File: src/aled_pkg.sv
// shared types and constants for the addressable led bit encoder
package aled_pkg;

  localparam int BITS_PER_PIXEL = 24;
  localparam int DUTY_W         = 8;
  localparam int CFG_IDX_W      = 1;
  localparam int SLOT_W         = $clog2(BITS_PER_PIXEL + 1);

  localparam logic [CFG_IDX_W-1:0] REG_ONE_BIT_DUTY  = 1'd0;
  localparam logic [CFG_IDX_W-1:0] REG_ZERO_BIT_DUTY = 1'd1;

  localparam logic [SLOT_W-1:0] LAST_BIT_SLOT   = SLOT_W'(BITS_PER_PIXEL - 1);
  localparam logic [SLOT_W-1:0] TERMINATOR_SLOT = SLOT_W'(BITS_PER_PIXEL);

  // classified pixel as it waits between front and back
  typedef struct packed {
    logic [BITS_PER_PIXEL-1:0] bits;
    logic                      last;
  } pix_t;

endpackage

File: src/aled_in_if.sv
// pixel request channel
interface aled_in_if;
  logic        valid;
  logic        ready;
  logic [31:0] color_word;
  logic        last_pixel;

  modport source (output valid, output color_word, output last_pixel, input ready);
  modport sink   (input valid, input color_word, input last_pixel, output ready);
endinterface

File: src/aled_out_if.sv
// duty result channel
interface aled_out_if;
  logic       valid;
  logic       ready;
  logic [7:0] duty;
  logic       end_of_pixel;
  logic       end_of_frame;

  modport source (output valid, output duty, output end_of_pixel, output end_of_frame,
                  input ready);
  modport sink   (input valid, input duty, input end_of_pixel, input end_of_frame,
                  output ready);
endinterface

File: src/aled_front.sv
// front end: accepts pixel requests and turns them into grb bit strings
module aled_front (
  aled_in_if.sink       pixel,
  input  logic          q_full,
  output logic          q_push,
  output aled_pkg::pix_t q_data
);
  import aled_pkg::*;

  logic [7:0] inten;
  logic [7:0] red;
  logic [7:0] green;
  logic [7:0] blue;

  assign inten = pixel.color_word[31:24];
  assign red   = pixel.color_word[23:16];
  assign green = pixel.color_word[15:8];
  assign blue  = pixel.color_word[7:0];

  assign pixel.ready = !q_full;
  assign q_push      = pixel.valid && !q_full;

  always_comb begin
    // zero intensity blanks the pixel
    q_data.bits = (inten == 8'd0) ? '0 : {green, red, blue};
    q_data.last = pixel.last_pixel;
  end

endmodule

File: src/aled_fifo.sv
// two-entry queue of classified pixels
module aled_fifo (
  input  logic           clk,
  input  logic           rst,
  input  logic           push,
  input  aled_pkg::pix_t push_data,
  input  logic           pop,
  output logic           full,
  output logic           not_empty,
  output aled_pkg::pix_t head_data
);
  import aled_pkg::*;

  pix_t       entries [2];
  logic       head;
  logic [1:0] count;

  assign full      = (count == 2'd2);
  assign not_empty = (count != 2'd0);
  assign head_data = entries[head];

  always_ff @(posedge clk) begin
    if (rst) begin
      head  <= 1'b0;
      count <= 2'd0;
    end else begin
      if (pop) begin
        head <= !head;
      end
      case ({push, pop})
        2'b10:   count <= count + 2'd1;
        2'b01:   count <= count - 2'd1;
        default: count <= count;
      endcase
    end
  end

  always_ff @(posedge clk) begin
    if (push) begin
      entries[head ^ count[0]] <= push_data;
    end
  end

endmodule

File: src/aled_back.sv
// back end: serializes one pixel into duty slots behind an output register
module aled_back (
  input  logic                      clk,
  input  logic                      rst,
  input  logic [aled_pkg::DUTY_W-1:0] one_bit_duty,
  input  logic [aled_pkg::DUTY_W-1:0] zero_bit_duty,
  input  logic                      q_not_empty,
  input  aled_pkg::pix_t            q_data,
  output logic                      q_pop,
  aled_out_if.source                result
);
  import aled_pkg::*;

  logic                      active;
  logic [BITS_PER_PIXEL-1:0] bits;
  logic                      last;
  logic [SLOT_W-1:0]         slot;
  logic                      advance;
  logic                      done;
  logic                      out_valid;
  logic [DUTY_W-1:0]         out_duty;
  logic                      out_eop;
  logic                      out_eof;

  assign advance = !out_valid || result.ready;
  assign done    = (slot == LAST_BIT_SLOT && !last) || (slot == TERMINATOR_SLOT);
  assign q_pop   = advance && (!active || done) && q_not_empty;

  assign result.valid        = out_valid;
  assign result.duty         = out_duty;
  assign result.end_of_pixel = out_eop;
  assign result.end_of_frame = out_eof;

  always_ff @(posedge clk) begin
    if (rst) begin
      active    <= 1'b0;
      out_valid <= 1'b0;
      slot      <= '0;
    end else if (advance) begin
      out_valid <= active;
      if (!active || done) begin
        active <= q_not_empty;
        slot   <= '0;
      end else begin
        slot <= slot + SLOT_W'(1);
      end
    end
  end

  always_ff @(posedge clk) begin
    if (advance) begin
      if (slot == TERMINATOR_SLOT) begin
        out_duty <= '0;
        out_eop  <= 1'b1;
        out_eof  <= 1'b1;
      end else begin
        out_duty <= bits[BITS_PER_PIXEL-1] ? one_bit_duty : zero_bit_duty;
        out_eop  <= (slot == LAST_BIT_SLOT) && !last;
        out_eof  <= 1'b0;
      end
      if (q_pop) begin
        bits <= q_data.bits;
        last <= q_data.last;
      end else begin
        bits <= {bits[BITS_PER_PIXEL-2:0], 1'b0};
      end
    end
  end

endmodule

File: src/addressable_led_bit_encoder.sv
// addressable led bit encoder top level: config registers, front, queue and back
// an idle request goes via the queue and the back's bit register to the output register
// throughput: one duty per cycle while result is ready, 24 slots per pixel, 25 for a frame's last
// the rate is set by the back end serializer: one bit slot per cycle unless result stalls
// a two-entry queue lets the front take requests while the back still serializes
// reset (synchronous, active high) clears both duty registers, the queue and the back end
module addressable_led_bit_encoder (
  input  logic                           clk,
  input  logic                           rst,
  input  logic                           cfg_we,
  input  logic [aled_pkg::CFG_IDX_W-1:0] cfg_index,
  input  logic [aled_pkg::DUTY_W-1:0]    cfg_data,
  aled_in_if.sink                        pixel,
  aled_out_if.source                     result
);
  import aled_pkg::*;

  // duty registers; the user writes them only while the block is idle, the block itself does not enforce it
  logic [DUTY_W-1:0] one_bit_duty;
  logic [DUTY_W-1:0] zero_bit_duty;

  // queue hookup
  logic q_push;
  logic q_pop;
  logic q_full;
  logic q_not_empty;
  pix_t q_in;
  pix_t q_head;

  always_ff @(posedge clk) begin
    if (rst) begin
      one_bit_duty  <= '0;
      zero_bit_duty <= '0;
    end else if (cfg_we) begin
      case (cfg_index)
        REG_ONE_BIT_DUTY:  one_bit_duty  <= cfg_data;
        REG_ZERO_BIT_DUTY: zero_bit_duty <= cfg_data;
        default: ;
      endcase
    end
  end

  // front: take the request, blank or reorder to grb
  aled_front u_front (
    .pixel  (pixel),
    .q_full (q_full),
    .q_push (q_push),
    .q_data (q_in)
  );

  // short queue decouples request intake from serialization
  aled_fifo u_fifo (
    .clk       (clk),
    .rst       (rst),
    .push      (q_push),
    .push_data (q_in),
    .pop       (q_pop),
    .full      (q_full),
    .not_empty (q_not_empty),
    .head_data (q_head)
  );

  // back: msb-first bit slots, terminator after the frame's last pixel
  aled_back u_back (
    .clk           (clk),
    .rst           (rst),
    .one_bit_duty  (one_bit_duty),
    .zero_bit_duty (zero_bit_duty),
    .q_not_empty   (q_not_empty),
    .q_data        (q_head),
    .q_pop         (q_pop),
    .result        (result)
  );

endmodule

File: src/flat_wrapper.sv
// flat-port wrapper written by rule: the top's interface ports become plain ports
module addressable_led_bit_encoder_flat import aled_pkg::*;
  (clk, rst, cfg_we, cfg_index, cfg_data, pixel_valid, pixel_color_word, pixel_last_pixel, pixel_ready, result_valid, result_duty, result_end_of_pixel, result_end_of_frame, result_ready);
  aled_in_if pixel_i ();
  aled_out_if result_i ();
  input  logic clk;
  input  logic rst;
  input  logic cfg_we;
  input  logic [aled_pkg::CFG_IDX_W-1:0] cfg_index;
  input  logic [aled_pkg::DUTY_W-1:0] cfg_data;
  input wire logic [$bits(pixel_i.valid)-1:0] pixel_valid;
  input wire logic [$bits(pixel_i.color_word)-1:0] pixel_color_word;
  input wire logic [$bits(pixel_i.last_pixel)-1:0] pixel_last_pixel;
  output wire logic [$bits(pixel_i.ready)-1:0] pixel_ready;
  output wire logic [$bits(result_i.valid)-1:0] result_valid;
  output wire logic [$bits(result_i.duty)-1:0] result_duty;
  output wire logic [$bits(result_i.end_of_pixel)-1:0] result_end_of_pixel;
  output wire logic [$bits(result_i.end_of_frame)-1:0] result_end_of_frame;
  input wire logic [$bits(result_i.ready)-1:0] result_ready;
  assign pixel_i.valid = pixel_valid;
  assign pixel_i.color_word = pixel_color_word;
  assign pixel_i.last_pixel = pixel_last_pixel;
  assign pixel_ready = pixel_i.ready;
  assign result_valid = result_i.valid;
  assign result_duty = result_i.duty;
  assign result_end_of_pixel = result_i.end_of_pixel;
  assign result_end_of_frame = result_i.end_of_frame;
  assign result_i.ready = result_ready;
  addressable_led_bit_encoder u_core (.clk(clk), .rst(rst), .cfg_we(cfg_we), .cfg_index(cfg_index), .cfg_data(cfg_data), .pixel(pixel_i), .result(result_i));
endmodule
File: config.mk
export PLATFORM = sky130hd
export DESIGN_NAME = addressable_led_bit_encoder_flat
export DESIGN_NICKNAME = d
export VERILOG_FILES = /design/src/aled_pkg.sv /design/src/aled_in_if.sv /design/src/aled_out_if.sv /design/src/aled_front.sv /design/src/aled_fifo.sv /design/src/aled_back.sv /design/src/addressable_led_bit_encoder.sv /design/src/flat_wrapper.sv
export SDC_FILE = /design/constraint.sdc
export NUM_CORES = 1
export LEC_CHECK = 0
export BUFFER_PORTS_ARGS = -buffer_cell sky130_fd_sc_hd__buf_2
export CELL_PAD_IN_SITES_DETAIL_PLACEMENT = 1
export CELL_PAD_IN_SITES_GLOBAL_PLACEMENT = 1
export CORE_ASPECT_RATIO = 1.1
export CORE_MARGIN = 5
export CORE_UTILIZATION = 35
export CTS_CLUSTER_DIAMETER = 150
export DETAILED_ROUTE_END_ITERATION = 16
export PLACE_DENSITY_LB_ADDON = 0.1
export REMOVE_ABC_BUFFERS = 1
export SLEW_MARGIN = 15
export SYNTH_ARGS = -nofsm -noshare
export SYNTH_HDL_FRONTEND = slang
export SYNTH_SLANG_ARGS = --single-unit
export TNS_END_PERCENT = 20
File: constraint.sdc
create_clock -name clk -period 2.3 [get_ports clk]
set_input_delay 0.115 -clock clk [delete_from_list [all_inputs] [get_ports clk]]
set_output_delay 0.115 -clock clk [all_outputs]
set_load 0.005 [all_outputs]
==> results by stage <==
Placement:
- The placed wire-length estimate after detailed placement is 5.88 mm.
- Input and output buffers added on the ports amount to 58.
- The congestion estimate from routability-driven global placement came to 0.703.

Pwr:
- The sequential fraction of design power is a little over half.
- In this run the static leakage power is 1.98 nW.
- The clock network is responsible for 26.3% of the overall power.
- The peak supply drop is 0.000445 V.
- The fraction of power spent switching nets is 28.3%.
- The cell area power density is 1100 nW/um^2.
- Internal power comes to 4.23 mW.
- The share of total power in combinational logic is 21.8%.
- The power dissipated by switching net loads is between 1.5 and 2 mW.

STA:
- The final-layout worst hold slack is about 14 ps.
- The worst setup skew after layout is 6.99 ps.
- The part of the cycle the worst path needs is 94.1%.
- Setup repair after global routing left no endpoint under its margin.
- The relative slew slack is a little under three fifths.
- Derived from the worst setup path, the maximum achievable clock frequency is 462 MHz.
- Setup violations remaining at the end of the flow were counted as 0.
- The number of hold violations in the final report is 0.
- The max-slew violation count is 0.
- The transition time at the pin with the least slew margin is 656 ps.
- For the finished layout, the period the worst path requires is 2160 ps.

Cells and area:
- After the last flow step, the layout net total stands at 469.
- Of the cells placed in the final design, the portion with a size suffix greater than 1 is between 20% and 30%.
- The layout overhead on the synthesized area is 17.7%.
- The final core utilization is 42.2%.
- The repair_antennas step left the layout with diodes totalling 0.

Critical path:
- The setup slack on the worst flop-to-flop path is 140 ps.
- The most critical setup path has its endpoint at u_core.u_fifo.count[1].
- The startpoint of the worst register-to-register path is u_core.u_back.slot[0].
- The maximum fanout along the worst path is 4.
- The worst setup path is launched from a register.
- The number of cells traversed by the worst register-to-register path is 9.
- The endpoint of the lowest-slack register-to-register path is u_core.u_fifo.count[1].
- The kind of end point of the critical path is a register.
- The endpoint required time on the critical path is 2580 ps.
- The critical path is of the register to register type.
- In this run the worst setup path begins at u_core.u_back.slot[0].
- Data on the critical path arrives at its endpoint at between 2000 and 2500 ps.

Synth:
- In the synthesized netlist, the number of instances is 360.
- The synthesized netlist occupies a cell area of ~4500 sq um.
- The total of flip-flops plus latches after synthesis is 112.
- The per-instance average area after synthesis is 12.6 sq um.
- The synthesis warning total is 0.
- Yosys attributes the largest share of cell area to sky130_fd_sc_hd__edfxtp_1 (56%), sky130_fd_sc_hd__dfxtp_1 (12%), sky130_fd_sc_hd__mux2i_1 (7.3%).
- Summing the sequential cell areas from Yosys gives 68.0% of the chip area.
- The top cell type by area accounts for 56.1% of the synthesized area.
- Summed over all instances, the cell type with the most area after synthesis is sky130_fd_sc_hd__edfxtp_1.
- Counting distinct cell types in the post-synthesis netlist gives 35.

Clocking:
- CTS placed an instance of sky130_fd_sc_hd__clkbuf_16 at the clock tree root.
- Counting every sink on the clock net gives 112.
- The clock passes through at most 2 buffers.
- The clock insertion delay at the later pin of the skew report is 350 ps.
- The count of H-tree levels built during CTS is 3.
- TritonCTS built the clock tree.
- The number of CTS-inserted buffers is 9.
- Clock-pin slew was measured on the worst setup and hold paths at 70 ps.

GRT:
- The number of global-route vias before repair is 3005.
- The number of antenna violations at the first check in global routing is 0.
- After global routing the overflow that remains totals 0.
- The largest net degree at the start of global routing is 41.
- The first-pass GRT wire length is between 15 and 20 mm.
- Global routing used between 10 and 15% of the available tracks across all layers.

Hold path:
- The path class of the tightest hold or removal check is primary input to register.

Floorplanning:
- The total core area is between 10000 and 15000 sq um.
- Row generation in the floorplan step produced 43 rows.
- The horizontal extent of the die is 119 um.
- The boundary pin count is 59.
- The die footprint is 15400 sq um.
- The overall die height is 130 um.
- The initial utilization of the core area, before any placement, comes to 35.8%.

Routing:
- The number of design-rule violations left by the first detailed-router iteration is 177.
- The number of vias after detailed routing is about 2900.
- The antenna violation net count after detailed routing is 0.
- The DRC violation count after routing is 0.
- The average wire length per cell after detail routing is 16.0 um.
- Using the TritonRoute via totals, the vias-per-cell ratio works out to about 5.
- Summed over all layers, the routed wires come to 9.32 mm.
- The number of search-and-repair iterations in the first detailed-routing pass is 4.

Outcome:
- The flow ran to the end, and the final reports show no timing, DRC or antenna violations.

Run:
- The number of max-cap violations is 0.
-- cell usage after synthesis --
cell and n:
sky130_fd_sc_hd__xnor2_1 1, sky130_fd_sc_hd__edfxtp_1 85, sky130_fd_sc_hd__nor3_1 2, sky130_fd_sc_hd__nand2b_1 3
sky130_fd_sc_hd__a21o_1 1, sky130_fd_sc_hd__o31ai_1 1, sky130_fd_sc_hd__a211o_1 1, sky130_fd_sc_hd__mux2_2 3
sky130_fd_sc_hd__inv_2 2, sky130_fd_sc_hd__nand3b_1 1, sky130_fd_sc_hd__ha_1 3, sky130_fd_sc_hd__dfxtp_1 27
sky130_fd_sc_hd__nor2b_1 5, sky130_fd_sc_hd__inv_1 4, sky130_fd_sc_hd__clkbuf_1 18, sky130_fd_sc_hd__mux2i_1 33
sky130_fd_sc_hd__and4bb_1 1, sky130_fd_sc_hd__nor2_1 12, sky130_fd_sc_hd__or3_1 1, sky130_fd_sc_hd__a211oi_2 1
sky130_fd_sc_hd__or4_1 2, sky130_fd_sc_hd__o21ai_0 45, sky130_fd_sc_hd__a21oi_1 24, sky130_fd_sc_hd__and4b_1 1
sky130_fd_sc_hd__and3b_1 1, sky130_fd_sc_hd__nand3_1 13, sky130_fd_sc_hd__and2_1 24, sky130_fd_sc_hd__buf_2 3
sky130_fd_sc_hd__o21ai_1 4, sky130_fd_sc_hd__nor4_1 2, sky130_fd_sc_hd__a31oi_1 1, sky130_fd_sc_hd__buf_1 1
sky130_fd_sc_hd__nand2_1 32, sky130_fd_sc_hd__xor2_1 1, sky130_fd_sc_hd__o21a_1 1
-- power by group through the flow --
stage | Combinational (mW) | Sequential [mW] | Clock (mW)
6_report | 1.28 | 3.06 | 1.55
5_1_grt | 1.47 | 3.12 | 1.68
4_1_cts | 1.31 | 3.07 | 1.59
3_5_place_dp | 1.31 | 3.11 | 0
3_3_place_gp | 1.27 | 3.10 | 0
2_1_floorplan | 0.770 | 3.11 | 0
-- placed cells by master, fill, tap and decap left out, drive strengths merged, types with 2 or more instances in the layout --
| cell | instances |
|---|---|
| nand3 | 13 |
| mux2 | 3 |
| nand2 | 32 |
| nor2b | 5 |
| o21ai | 49 |
| a21oi | 24 |
| dfxtp | 27 |
| or4 | 2 |
| ha | 3 |
| edfxtp | 85 |
| clkbuf | 10 |
| nor2 | 12 |
| buf | 69 |
| nor4 | 2 |
| and2 | 24 |
| mux2i | 33 |
| inv | 6 |
| nor3 | 2 |
| nand2b | 3 |
| clkinv | 4 |
-- cells by family after synthesis --
family	synth area share [%]
adder cells (fa/ha/maj)	0.825
XOR/XNOR	0.385
multiplexers	8.00
AND/OR/NAND/NOR	11.3
flip-flops	68.0
buffers and inverters	2.39
AO/OA/AOI/OAI	9.13
-- layout make-up --
cell class              instances  area, sq um
clock inverters                 6         60.1
clock buffers                  10          229
well taps                     157          196
inverters                       6         22.5
fillers                      1337         7340
flip-flops and latches        112         3100
repair buffers                 70          383
multi-input cells             220         1370
-- worst min-delay path by stage --
stage	depth (start not counted)	startpoint	end
2_1_floorplan	1	rst	u_core.one_bit_duty[0]
3_3_place_gp	1	pixel_last_pixel	u_core.u_fifo.entries[0][0]
3_5_place_dp	1	pixel_last_pixel	u_core.u_fifo.entries[1][0]
4_1_cts	3	cfg_data[2]	u_core.one_bit_duty[2]
5_1_grt	3	cfg_data[2]	u_core.one_bit_duty[2]
6_report	3	cfg_data[2]	u_core.one_bit_duty[2]
-- per-layer routing --
layer | vias to the layer above | global-route usage [%] | wire length, um
met5 | - | 0 | 0
met4 | 0 | 5.93 | 191
met3 | 13 | 2.53 | 395
met2 | 59 | 21.7 | 4430
met1 | 1379 | 15.9 | 4300
li1 | 1419 | - | -
-- repair_timing --
action	CTS	global route
setup buffers	0	1
endpoints found under the setup margin	1	1
cloned	0	0
hold buffers	1	0
endpoints found under the hold margin	2	0
resized for setup	1	3
-- metrics by stage --
step | power (mW) | setup TNS (ps) | cells | worst slack, ps | instance area, sq um
floorplan | 3.88 | -7330 | 338 | -781 | 4460
global placement | 4.37 | 0 | 563 | 111 | 5030
detailed placement | 4.42 | 0 | 563 | 6.54 | 5030
CTS | 5.98 | 0 | 580 | 16.5 | 5330
global route | 6.27 | 0 | 581 | 28.9 | 5360
finish | 5.89 | 0 | 581 | 136 | 5360
-- state kept, by name, indices dropped and copies added (netlist names), named ones only --
signal                             flops
u_core.u_back.slot                     5
u_core.u_fifo.count                    2
u_core.u_back.bits                    24
u_core.one_bit_duty                    8
u_core.u_back.result.valid             1
u_core.u_back.result.duty              8
u_core.u_back.result.end_of_pixel      1
u_core.u_fifo.head                     1
u_core.u_back.result.end_of_frame      1
u_core.u_fifo.entries                 50
u_core.u_back.active                   1
u_core.zero_bit_duty                   8
u_core.u_back.last                     1
-- critical path, cell delays in order (launching register included) --
cell and delay (ps):
sky130_fd_sc_hd__dfxtp_2 350, sky130_fd_sc_hd__inv_1 60, sky130_fd_sc_hd__ha_1 200, sky130_fd_sc_hd__and4b_1 210, sky130_fd_sc_hd__a211o_1 300, sky130_fd_sc_hd__nand2b_1 120, sky130_fd_sc_hd__inv_2 70, sky130_fd_sc_hd__ha_4 250
sky130_fd_sc_hd__or3_1 390, sky130_fd_sc_hd__a21oi_2 140
Note: power is estimated with default switching activity, not from simulation.
